[src/sv/rthc_pkg.sv]
// Types, constants and divider step function for the RGB to HSB converter
package rthc_pkg;

	localparam int CH_W       = 8;
	localparam int FRAC_W     = 16;
	localparam int DEN_W      = 11;
	localparam int Q_PER_STG  = 2;
	localparam int DIV_STAGES = FRAC_W / Q_PER_STG;

	typedef struct packed {
		logic [CH_W-1:0] red_in;
		logic [CH_W-1:0] green_in;
		logic [CH_W-1:0] blue_in;
	} pix_t;

	typedef struct packed {
		logic [FRAC_W-1:0] hue_turn;
		logic [FRAC_W-1:0] sat_frac;
		logic [CH_W-1:0]   bright_level;
	} hsb_t;

	typedef enum logic [1:0] {
		SEL_RED,
		SEL_GREEN,
		SEL_BLUE
	} max_sel_t;

	typedef struct packed {
		logic [Q_PER_STG-1:0] q;
		logic [DEN_W-1:0]     rem;
	} div_step_t;

	// Two restoring division steps; rem must be below den on entry
	function automatic div_step_t div_step(input logic [DEN_W-1:0] rem,
			input logic [DEN_W-1:0] den);
		logic [DEN_W:0]   t;
		logic [DEN_W-1:0] r;
		div_step_t        res;
		r = rem;
		res.q = '0;
		for (int i = 0; i < Q_PER_STG; i++) begin
			t = {r, 1'b0};
			if (t >= {1'b0, den}) begin
				res.q[Q_PER_STG-1-i] = 1'b1;
				t = t - {1'b0, den};
			end
			r = t[DEN_W-1:0];
		end
		res.rem = r;
		return res;
	endfunction

endpackage

[src/sv/rgb_to_hsb_convert_unit.sv]
// RGB to hue/saturation/brightness converter, fully pipelined
// An accepted pixel passes through stage 1, stage 2 and the divider stages to its result on hsb.
// Throughput: one pixel per cycle while no result is stalled; two front stages find max, min and the
// hue numerator, then eight stages each retire two quotient bits of both dividers.
// A stalled result freezes the whole pipe; pix_stall follows hsb_stall while a result waits.
// Reset clears the valid bits only; data registers are left as they are.
module rgb_to_hsb_convert_unit
	import rthc_pkg::*;
(
	input  logic clk,
	input  logic arst_n,
	input  logic pix_valid,
	output logic pix_stall,
	input  pix_t pix,
	output logic hsb_valid,
	input  logic hsb_stall,
	output hsb_t hsb
);

	logic adv;

	// stage 1: max, min and which channel wins
	logic            vld_s1;
	logic [CH_W-1:0] r_s1, g_s1, b_s1, vmax_s1, vmin_s1;
	max_sel_t        sel_s1;

	// stage 2: numerators and denominators
	logic             vld_s2;
	logic [DEN_W-1:0] hnum_s2, hden_s2;
	logic [CH_W-1:0]  snum_s2, sden_s2;
	logic             zero_s2, full_s2;

	// divider stages
	logic              vld_sd   [DIV_STAGES];
	logic [DEN_W-1:0]  hrem_sd  [DIV_STAGES];
	logic [DEN_W-1:0]  hden_sd  [DIV_STAGES];
	logic [FRAC_W-1:0] hq_sd    [DIV_STAGES];
	logic [CH_W-1:0]   srem_sd  [DIV_STAGES];
	logic [CH_W-1:0]   sden_sd  [DIV_STAGES];
	logic [FRAC_W-1:0] sq_sd    [DIV_STAGES];
	logic              zero_sd  [DIV_STAGES];
	logic              full_sd  [DIV_STAGES];
	logic [CH_W-1:0]   bright_sd[DIV_STAGES];

	logic [CH_W-1:0] mx_rg, mn_rg, vmax_c, vmin_c;
	max_sel_t        sel_c;

	logic [CH_W-1:0]  d_c;
	logic [DEN_W-1:0] d_w, den_c, num_c;

	// hold everything while the finished item waits
	assign adv       = !(vld_sd[DIV_STAGES-1] && hsb_stall);
	assign pix_stall = !adv;

	always_comb begin
		mx_rg  = (pix.red_in > pix.green_in) ? pix.red_in : pix.green_in;
		mn_rg  = (pix.red_in < pix.green_in) ? pix.red_in : pix.green_in;
		vmax_c = (mx_rg > pix.blue_in) ? mx_rg : pix.blue_in;
		vmin_c = (mn_rg < pix.blue_in) ? mn_rg : pix.blue_in;
		// ties go to red, then green
		priority if (pix.red_in >= pix.green_in && pix.red_in >= pix.blue_in)
			sel_c = SEL_RED;
		else if (pix.green_in >= pix.blue_in)
			sel_c = SEL_GREEN;
		else
			sel_c = SEL_BLUE;
	end

	always_ff @(posedge clk or negedge arst_n) begin
		if (!arst_n) begin
			vld_s1 <= 1'b0;
		end else if (adv) begin
			vld_s1 <= pix_valid;
		end
	end

	always_ff @(posedge clk) begin
		if (adv) begin
			r_s1    <= pix.red_in;
			g_s1    <= pix.green_in;
			b_s1    <= pix.blue_in;
			vmax_s1 <= vmax_c;
			vmin_s1 <= vmin_c;
			sel_s1  <= sel_c;
		end
	end

	always_comb begin
		d_c   = vmax_s1 - vmin_s1;
		d_w   = {{(DEN_W-CH_W){1'b0}}, d_c};
		den_c = (d_w << 2) + (d_w << 1);
		unique case (sel_s1)
			SEL_RED: begin
				// wrap a negative hue by one full turn
				if (g_s1 >= b_s1)
					num_c = {{(DEN_W-CH_W){1'b0}}, g_s1 - b_s1};
				else
					num_c = den_c - {{(DEN_W-CH_W){1'b0}}, b_s1 - g_s1};
			end
			SEL_GREEN: num_c = (d_w << 1) + {{(DEN_W-CH_W){1'b0}}, b_s1}
					- {{(DEN_W-CH_W){1'b0}}, r_s1};
			SEL_BLUE:  num_c = (d_w << 2) + {{(DEN_W-CH_W){1'b0}}, r_s1}
					- {{(DEN_W-CH_W){1'b0}}, g_s1};
			default:   num_c = '0;
		endcase
	end

	always_ff @(posedge clk or negedge arst_n) begin
		if (!arst_n) begin
			vld_s2 <= 1'b0;
		end else if (adv) begin
			vld_s2 <= vld_s1;
		end
	end

	always_ff @(posedge clk) begin
		if (adv) begin
			hnum_s2 <= num_c;
			hden_s2 <= den_c;
			snum_s2 <= d_c;
			sden_s2 <= vmax_s1;
			zero_s2 <= (d_c == '0);
			full_s2 <= (vmin_s1 == '0);
		end
	end

	for (genvar k = 0; k < DIV_STAGES; k++) begin : g_div
		logic [DEN_W-1:0]  hrem_in, hden_in;
		logic [FRAC_W-1:0] hq_in, sq_in;
		logic [CH_W-1:0]   srem_in, sden_in, bright_in;
		logic              vld_in, zero_in, full_in;
		div_step_t         hstep, sstep;

		if (k == 0) begin : g_first
			// a full-scale saturation divides zero, it is forced at the end
			assign vld_in    = vld_s2;
			assign hrem_in   = hnum_s2;
			assign hden_in   = hden_s2;
			assign hq_in     = '0;
			assign srem_in   = full_s2 ? '0 : snum_s2;
			assign sden_in   = sden_s2;
			assign sq_in     = '0;
			assign zero_in   = zero_s2;
			assign full_in   = full_s2;
			assign bright_in = sden_s2;
		end else begin : g_next
			assign vld_in    = vld_sd[k-1];
			assign hrem_in   = hrem_sd[k-1];
			assign hden_in   = hden_sd[k-1];
			assign hq_in     = hq_sd[k-1];
			assign srem_in   = srem_sd[k-1];
			assign sden_in   = sden_sd[k-1];
			assign sq_in     = sq_sd[k-1];
			assign zero_in   = zero_sd[k-1];
			assign full_in   = full_sd[k-1];
			assign bright_in = bright_sd[k-1];
		end

		assign hstep = div_step(hrem_in, hden_in);
		assign sstep = div_step({{(DEN_W-CH_W){1'b0}}, srem_in},
				{{(DEN_W-CH_W){1'b0}}, sden_in});

		always_ff @(posedge clk or negedge arst_n) begin
			if (!arst_n) begin
				vld_sd[k] <= 1'b0;
			end else if (adv) begin
				vld_sd[k] <= vld_in;
			end
		end

		always_ff @(posedge clk) begin
			if (adv) begin
				hrem_sd[k]   <= hstep.rem;
				hden_sd[k]   <= hden_in;
				hq_sd[k]     <= {hq_in[FRAC_W-Q_PER_STG-1:0], hstep.q};
				srem_sd[k]   <= sstep.rem[CH_W-1:0];
				sden_sd[k]   <= sden_in;
				sq_sd[k]     <= {sq_in[FRAC_W-Q_PER_STG-1:0], sstep.q};
				zero_sd[k]   <= zero_in;
				full_sd[k]   <= full_in;
				bright_sd[k] <= bright_in;
			end
		end
	end

	always_comb begin
		hsb_valid        = vld_sd[DIV_STAGES-1];
		hsb.bright_level = bright_sd[DIV_STAGES-1];
		priority if (zero_sd[DIV_STAGES-1]) begin
			hsb.hue_turn = '0;
			hsb.sat_frac = '0;
		end else if (full_sd[DIV_STAGES-1]) begin
			hsb.hue_turn = hq_sd[DIV_STAGES-1];
			hsb.sat_frac = '1;
		end else begin
			hsb.hue_turn = hq_sd[DIV_STAGES-1];
			hsb.sat_frac = sq_sd[DIV_STAGES-1];
		end
	end

endmodule

[config.mk]
export PLATFORM = sky130hd
export DESIGN_NAME = rgb_to_hsb_convert_unit
export DESIGN_NICKNAME = d
export VERILOG_FILES = /design/src/sv/rthc_pkg.sv /design/src/sv/rgb_to_hsb_convert_unit.sv
export SDC_FILE = /design/constraint.sdc
export NUM_CORES = 1
export LEC_CHECK = 0
export ABC_AREA = 1
export BUFFER_PORTS_ARGS = -buffer_cell sky130_fd_sc_hd__buf_2
export CORE_ASPECT_RATIO = 0.6
export CORE_MARGIN = 2
export CORE_UTILIZATION = 35
export DETAILED_ROUTE_END_ITERATION = 10
export PLACE_DENSITY_LB_ADDON = 0.12
export SLEW_MARGIN = 20
export SYNTH_ARGS = -nofsm -noshare
export SYNTH_HDL_FRONTEND = slang
export SYNTH_SLANG_ARGS = --single-unit
[constraint.sdc]
create_clock -name clk -period 20.8 [get_ports clk]
set_input_delay 2.08 -clock clk [delete_from_list [all_inputs] [get_ports clk]]
set_output_delay 2.08 -clock clk [all_outputs]
set_load 0.01 [all_outputs]
# Word-level counts from Yosys, hierarchy flattened
# Memory sizes are Yosys's and may differ from the RTL's.
# Index checks and enable logic that the tools add are counted.
[word_totals]
mem_bits_rw = 640
reg_bits = 92
inputBits = 28
n_memories = 9
output_inout_bits = 42
elab_cells = 194
[memory_table]
columns = ["name", "depth", "width", "read_ports", "rd_ports_with_merged_regs", "wr", "line_no", "source"]
rows = [
  ["hq_sd", 8, 16, 8, 0, 8, "rgb_to_hsb_convert_unit.sv:37", "logic [FRAC_W-1:0] hq_sd [DIV_STAGES];"],
  ["sq_sd", 8, 16, 8, 0, 8, "rgb_to_hsb_convert_unit.sv:40", "logic [FRAC_W-1:0] sq_sd [DIV_STAGES];"],
  ["hden_sd", 8, 11, 7, 0, 8, "rgb_to_hsb_convert_unit.sv:36", "logic [DEN_W-1:0] hden_sd [DIV_STAGES];"],
  ["hrem_sd", 8, 11, 7, 0, 8, "rgb_to_hsb_convert_unit.sv:35", "logic [DEN_W-1:0] hrem_sd [DIV_STAGES];"],
  ["bright_sd", 8, 8, 8, 0, 8, "rgb_to_hsb_convert_unit.sv:43", "logic [CH_W-1:0] bright_sd[DIV_STAGES];"],
  ["sden_sd", 8, 8, 7, 0, 8, "rgb_to_hsb_convert_unit.sv:39", "logic [CH_W-1:0] sden_sd [DIV_STAGES];"],
  ["+3 memories", "n/a", "n/a", "n/a", "n/a", "n/a", "n/a", ""],
]
[op_classes]
n_eq_ne = 2
n_lt_le_gt_ge = 40
n_reduce_logical = 5
muxes = 75
add_sub_neg = 41
[op_table]
columns = ["op", "count"]
rows = [
  ["$mux W11", 25],
  ["$ge A12 B11 Y1", 16],
  ["$sub A11 B11 Y11", 16],
  ["$mux W8", 13],
  ["$ge A12 B8 Y1", 8],
  ["$sub A8 B8 Y8", 11],
  ["$sub A9 B8 Y10", 8],
  ["$ge A9 B8 Y1", 8],
  ["$mux W1", 33],
  ["$pmux W11 S3", 1],
  ["$ge A8 B8 Y1", 4],
  ["$mux W32", 1],
  ["$sub A11 B8 Y11", 2],
  ["$gt A8 B8 Y1", 2],
  ["$logic_not A8 Y1", 2],
  ["$lt A8 B8 Y1", 2],
  ["$mux W16", 1],
  ["$add A10 B8 Y11", 1],
  ["$add A10 B9 Y11", 1],
  ["$sub A10 B8 Y11", 1],
  ["$add A9 B8 Y10", 1],
  ["$eq A2 B1 Y1 const B", 1],
  ["$eq A2 B2 Y1 const B", 1],
  ["$logic_and A1 B1 Y1", 2],
  ["other kinds (2)", 2],
]

# Depth between registers and ports, before layout
# Gate-level depths: netlist of run 1.
[logic_depth]
ltp_word = 5
depth_mapped = 28
mapped_depth_nobuf = 27

# Least setup slack after synthesis of run 1
# Ideal clock, no wire load.
[synth_timing]
kind = "in2reg"
startpoint = "input port hsb_stall"
endpoint = "register b_s1[0] (enable)"
stages = 2
required_ns = 19.740
path_slack_ns = 3.913
arrival_ns = 15.828
cell_sequence = "nand2_1 clkbuf_1"
[synth_between]
elab_chain_cells = 1
[synth_rtl]
columns = ["element", "line_no", "source"]
rows = [
  ["start, declared", "rgb_to_hsb_convert_unit.sv:16", "input logic hsb_stall,"],
  ["$logic_and A1 B1 Y1", "rgb_to_hsb_convert_unit.sv:52", "assign adv = !(vld_sd[DIV_STAGES-1] && hsb_stall);"],
  ["end signal, assigned", "rgb_to_hsb_convert_unit.sv:81", "b_s1 <= pix.blue_in;"],
  ["end, declared", "rgb_to_hsb_convert_unit.sv:24", "logic [CH_W-1:0] r_s1, g_s1, b_s1, vmax_s1, vmin_s1;"],
]
# Every way passes these cells.
# A chain may end at the register's enable or synchronous reset.

# Worst setup path after layout of run 1
[layout_timing]
startpoint = "input port hsb_stall"
endpoint = "output port pix_stall"
[layout_between]
elab_chain_cells = 1
[layout_rtl]
columns = ["element", "line_no", "source"]
rows = [
  ["$logic_and A1 B1 Y1", "rgb_to_hsb_convert_unit.sv:52", ""],
  ["end, declared", "rgb_to_hsb_convert_unit.sv:13", "output logic pix_stall,"],
]
# Every way passes these cells.

==> results.md, run 1 <==
- Crit path top cell by count: buf_2
- Clk sinks: 510
- Adder-cell share of the synthesized area: 15.5%
- Total global-route track usage: 16.7%
- Clk slew on worst S/H paths: 0.06 ns
- Worst rel slew slack: 21.9%
- CTS max path bufs: 3
- Syn Nets: 4083
- Area delta synth->final: 9.92%
- Core Region: 0.0982 mm²
- Post-synth EDFFs: 500
- Htree depth: 2
- Status: finished clean
- Routed wire per std cell: 16.7 µm
- Layout cells sized above 1: 9.54%
- XOR/XNOR Fraction of Synth Area: 5.56%
- Initial DRC count: 1830
- Synthesized cell area: 0.0347 mm²
- Initial Util: 35.3%
- Main combinational cell family by area after synthesis: simple AND/OR/NAND/NOR gates
- CTS Buf Count: 54
- Vias in the first global route: 22195
- Clk root buf: clkbuf_16
- Final HPWL DP: 67000 µm
- Worst-Skew Late Latency: 0.65 ns
- Sequential share of the synthesized area: 44.0%
- Flops & latches, synth: 510
- Post-route ant nets: 0
- Largest net degree at the start of global routing: 170
- Max Transition Viols Final: 0
- Setup TNS: 0 ns
- Gr ovfl total: 0
- Yosys cell types: 70
- Area leader, netlist: edfxtp_1
- Pre-antenna DRT Iters: 8
- CTS tree: built
- Kind of critical path: in -> out
- CP required: 18.72 ns
- Minimum clock period: 5.44 ns
- Kind of end point of the critical path: primary output
- CP arrival: 3.36 ns
- Syn Inst Count: 3648
- CTS Hold Buffers Added: 0
- Die Ht: 248 µm
- Hold crit path type: reg -> reg
- Critical path peak fanout: 50
- FP Rows: 89
- Initial antenna violation count: 0
- N_diodes: 0
- Synth Area in Simple Gates: 15.9%
- Compound-gate portion of the synthesized area: 12.1%
- DP Cell Count: 4995
- Post-synthesis mux area share: 0.0613%
- Via count: 24293
- Post-layout nets: 4167
- CP max stage delay: 0.48 ns
- Fmax: 184 MHz
- Post-synth top area share: 43.3%
- CP max stage cell: nand2_4
- Post-CTS setup buffers: 0
- Tcrit/Tclk final: 26.2%
- Fillers: 9805
- Fin Clk Skew: 0.0222 ns
- Async SR Flop Fraction: 1.96%
- Die Width: 410 µm
- Routed WL: 85100 µm
- Avg Cell Area, Syn: 9.51 µm²
- Worst-margin pin slew: 1.17 ns
- # DRC: 0
- Finish-stage setup viols: 0
- Main synth FF type: edfxtp_1
- RSZ-0062 raised after global routing: false
- GPL Wtd Cong: 0.831
- Max cap viols: 0
- Die area: 0.102 mm²
- Synth Warn #: 0
- Vias/cell: 4.77
- Worst setup SP type: primary input
- CP Cell Sequence: buf_2, nand2_4, clkinv_1, buf_2
- Final Hold Violating Endpoints: 0
- PostCTS Resize Cnt: 0
- Port bufs: 69
- IO Count: 70
- Top post-synthesis cells by area: edfxtp_1 43%, ha_1 13%, nand2_1 7.6%
- First-pass GRT wire length: 133000 µm
- Non-Filler Instances: 5093
-- worst max-delay path: cells and delay by family --
kind	cells	cell delay [ns]
buffers and inverters	3	0.78
AND/OR/NAND/NOR	1	0.48
-- through the flow --
stage               hold WS [ns]  utilization (%)  setup slack, ns  cell area [µm²]
floorplan                  0.400                -             3.91            34700
global placement           0.400             37.1            15.10            36400
detailed placement         0.405             37.1            15.11            36400
CTS                        0.405             38.8            15.30            38100
global route               0.412             38.8            15.11            38100
finish                     0.412             38.8            15.36            38100
-- layout make-up --
cell class | instances | area [µm²] | share of cell area, %
sequential | 510 | 15300 | 40.0
clock inverter | 36 | 320 | 0.840
tap | 1319 | 1650 | 4.33
inverter | 534 | 2010 | 5.29
clock buffer | 62 | 1380 | 3.62
timing repair buffer | 78 | 438 | 1.15
multi-input combinational | 2554 | 17000 | 44.7
-- metal layers --
metal | track usage, % | wire (µm) | vias up | share of wire (%)
li1 | - | - | 12634 | -
met2 | 19.2 | 27900 | 472 | 33
met4 | 2.82 | 1180 | 0 | 1.4
met1 | 30.4 | 52000 | 11121 | 61
met5 | 0 | 0 | - | 0
met3 | 2.31 | 4000 | 66 | 4.7
-- registers in the layout, indices dropped and copies added (netlist names), 9 cells and up --
register       count
hrem_sd           70
sden_sd           21
g_div.hrem_in     11
srem_sd           56
bright_sd         43
sq_sd             72
hq_sd             72
hden_sd           70
g_div.hden_in      9
-- path summary, 6_finish.rpt --
check                                   startpoint                          end  slack (ns)  cells after the start
min in group asynchronous                   arst_n  g_div[2].vld_in$_DFFE_PN0N_        1.28                      1
setup reg to reg           hden_sd[1][2]$_DFFE_PN_      hrem_sd[2][6]$_DFFE_PN_       15.53                     22
max in group asynchronous                   arst_n  g_div[5].vld_in$_DFFE_PN0N_       19.32                      1
hold / removal              hq_sd[1][38]$_DFFE_PN_       hq_sd[1][56]$_DFFE_PN_        0.41                      0
setup / recovery                         hsb_stall                    pix_stall       15.36                      4
hold reg to reg             hq_sd[1][38]$_DFFE_PN_       hq_sd[1][56]$_DFFE_PN_        0.41                      0
-- cell usage after synthesis (17+ instances only) --
cell / number
inv_2: 18
nand4_1: 50
o21ai_0: 136
inv_1: 510
a21oi_1: 246
ha_1: 370
nor2_1: 247
o21ai_2: 37
fa_1: 37
a21oi_2: 40
o21ai_1: 44
o21bai_1: 33
nor3_1: 17
xor2_1: 159
nand2_1: 698
nand2_2: 27
edfxtp_1: 500
nand3_1: 166
xnor2_1: 61
-- cells in the final DEF (no fill, tap or decap), types with 7 or more instances in the layout --
master     instances
o21ai_0          136
nand2_1          697
clkbuf_16         54
nor2_2             8
a21o_1             9
o211ai_1          10
nand2_2           27
nor3_1            17
inv_2             18
edfxtp_1         500
a21oi_4            9
dfrtp_1           10
inv_1            510
a21oi_2           40
xor2_1           159
o21bai_1          33
buf_4              7
nand4_1           50
o221ai_1          12
o21bai_2           7
buf_2             69
nor2_1           247
clkinv_2           8
a31oi_1           11
clkinv_1          14
o21ai_2           37
clkbuf_1           8
or2_2             10
o21a_1            11
a21oi_1          246
nand3_2           13
and2_1            10
fa_1              37
ha_1             370
o21ai_1           44
xnor2_1           61
nand3_1          166
-- cell families (layout without fill, tap and decap cells) --
| group | Yosys count | count (layout) |
|---|---|---|
| muxes | 2 | 2 |
| xor gates and xnor gates | 220 | 220 |
| adders and majority gates | 407 | 407 |
| AOI/OAI and AO/OA | 655 | 655 |
| DFF | 510 | 510 |
| and+or+nand+nor | 1270 | 1270 |
| buffers and inverters | 584 | 710 |
Power of run 1 is not shown: default switching activity piles up to over one toggle a cycle in this logic, so the estimate is an artifact.
==> inputs of run 2 (changes only) <==
- ABC_AREA: 1 -> 0
- clock period: 20.8 -> 4.8 ns (I/O delays scaled with it)
==> run 2 against run 1 <==
  * Clock-buffer cell count is 2 lower
  * Cell count is 8.6% lower
  * Sequential share of layout area is 1.3 points lower
==> results.md, run 2 <==
- Status: finished clean
- Die Width: 405 µm
- Async SR Flop Fraction: 1.96%
- FP Rows: 88
- Area delta synth->final: 16.5%
- Flops & latches, synth: 510
- Clk slew on worst S/H paths: 0.06 ns
- Vias/cell: 4.99
- CTS max path bufs: 3
- Total global-route track usage: 16.6%
- Routed WL: 82600 µm
- Top sig layer: met4
- Fillers: 9071
- Routed wire per std cell: 17.7 µm
- Final Hold Violating Endpoints: 0
- Initial Util: 35.2%
- GPL Wtd Cong: 0.866
- Via count: 23214
- Initial DRC count: 1543
- Kind of critical path: reg -> reg
- Tcrit/Tclk final: 96.7%
- Die Ht: 245 µm
- Synthesized cell area: 0.0338 mm²
- CP arrival: 5.00 ns
- Max cap viols: 0
- Placed inst area: 0.0369 mm²
- Gr ovfl total: 0
- Kind of end point of the critical path: flop
- CTS Buf Count: 55
- Minimum clock period: 4.64 ns
- Final HPWL DP: 63900 µm
- Wl on met1: 45900 µm
- Fin Clk Skew: 0.0243 ns
- IO Count: 70
- First-pass GRT wire length: 131000 µm
- Most frequent cells in the layout: 500 x edfxtp_1, 364 x ha_1, 313 x inv_1
- Routed wl met2: 31700 µm
- Largest net degree at the start of global routing: 103
- Htree depth: 2
- Critical path peak fanout: 6
- Port bufs: 69
- Worst setup SP type: flop
- Layout cells sized above 1: 19.6%
- Sequential share of the synthesized area: 45.2%
- CP required: 5.16 ns
- Hold crit path type: in -> reg
- Worst-Skew Late Latency: 0.63 ns
- Post-layout nets: 3741
- Post-synth top area share: 44.4%
- Finish-stage setup viols: 0
- Core Region: 0.0959 mm²
- Fmax: 216 MHz
- Count leader, synth: edfxtp_1
- N_diodes: 0
- Final core utilization: 41.1%
- Syn Nets: 3465
- Main synth FF type: edfxtp_1
- Avg Cell Area, Syn: 11.2 µm²
- Met3 wire len: 3450 µm
- Syn Inst Count: 3030
- # DRC: 0
- Post-route ant nets: 0
- Clk sinks: 510
- Top flop regs: hq_sd x72, sq_sd x72
- Pre-antenna DRT Iters: 5
- Vias in the first global route: 23217
- Yosys cell types: 86
- Initial antenna violation count: 0
- Post-route cell area: 0.0394 mm²
- Max Transition Viols Final: 0
- Worst rel slew slack: 42.7%
- Worst-margin pin slew: 0.859 ns
- Die area: 0.0991 mm²
- Commonest non-fill, non-tap cell in the layout: edfxtp_1
- Area leader, netlist: edfxtp_1
- Post-synth EDFFs: 500
- Synth Warn #: 0
- Commonest cells in the netlist: 500 x edfxtp_1, 370 x ha_1, 316 x inv_1
- CTS tree: built
- Top post-synthesis cells by area: edfxtp_1 44%, ha_1 14%, mux2_2 6.6%
- Clk root buf: clkbuf_16
==> run 2: cell families after synthesis <==
| kind of cell | synth area share, % |
|---|---|
| multiplexers | 7.01 |
| adder cells (fa/ha/maj) | 15.9 |
| flip-flops | 45.2 |
| buffers and inverters | 4.21 |
| XOR/XNOR | 5.33 |
| AO/OA/AOI/OAI | 13.2 |
| AND/OR/NAND/NOR | 9.18 |
==> run 2: final timing paths <==
path                       slack (ns)                     startpoint                     endpoint  depth (start not counted)
setup / recovery                 0.16  g_div[0].hden_in[2]$_DFFE_PN_      hrem_sd[0][6]$_DFFE_PN_                         24
hold / removal                   0.07                         pix[7]            b_s1[7]$_DFFE_PN_                          1
setup reg to reg                 0.16  g_div[0].hden_in[2]$_DFFE_PN_      hrem_sd[0][6]$_DFFE_PN_                         24
hold reg to reg                  0.40          hq_sd[1][1]$_DFFE_PN_       hq_sd[1][19]$_DFFE_PN_                          0
max in group asynchronous        4.36                         arst_n  g_div[3].vld_in$_DFFE_PN0N_                          2
min in group asynchronous        0.25                         arst_n  g_div[0].vld_in$_DFFE_PN0N_                          2
==> run 2: worst max-delay path: stages (launching register included) <==
cell and delay, ns:
edfxtp_1 0.40, inv_2 0.07, ha_1 0.24, nor2b_1 0.15, o21ai_2 0.16, a21boi_2 0.09
o21ai_2 0.16, a21oi_2 0.08, and3_4 0.18, o21a_1 0.17, or2_4 0.25, o21ai_2 0.18
inv_1 0.10, ha_4 0.22, nor2b_1 0.14, o21ai_2 0.15, a21boi_1 0.10, o21a_1 0.21
o21ai_2 0.18, a21oi_2 0.08, o21a_1 0.22, o21ai_2 0.13, o311a_1 0.23, buf_6 0.14
mux2_2 0.33
==> run 2: metal layers <==
metal	vias up	global-route usage [%]
li1	11542	-
met1	11128	27.1
met2	436	22.5
met3	108	2.39
met4	0	3.58
met5	-	0
==> run 2: timing repair <==
| item | 4_1_cts | 5_1_grt |
|---|---|---|
| endpoints found under the setup margin | 40 | 127 |
| gates cloned | 0 | 1 |
| pin swaps | 9 | 23 |
| resized for setup | 20 | 95 |
| hold buffers | 1 | 0 |
| buffers inserted | 6 | 24 |
| endpoints found under the hold margin | 10 | 0 |
==> run 2: through the flow <==
step / setup TNS [ns] / setup slack [ns] / hold WS, ns / instances
after floorplan: 0 / 0.0361 / 0.184 / 3030
after global placement: -2.89 / -0.308 / 0.342 / 4522
after detailed placement: -3.83 / -0.226 / 0.347 / 4522
after CTS: 0 / 0.00253 / 0.0219 / 4630
after global routing: -0.986 / -0.0825 / 0.0379 / 4655
final: 0 / 0.161 / 0.0658 / 4655
==> run 2: area by class of cell <==
class	instances	area, µm²	share of cell area (%)
Clock buffer	60	1400	3.54
Inverter	324	1220	3.11
Tap cell	1305	1630	4.15
Timing Repair Buffer	264	1940	4.92
Clock inverter	41	489	1.24
Sequential cell	510	15300	38.8
Multi-Input combinational cell	2151	17400	44.3
Power of run 2 is left out for the same reason.
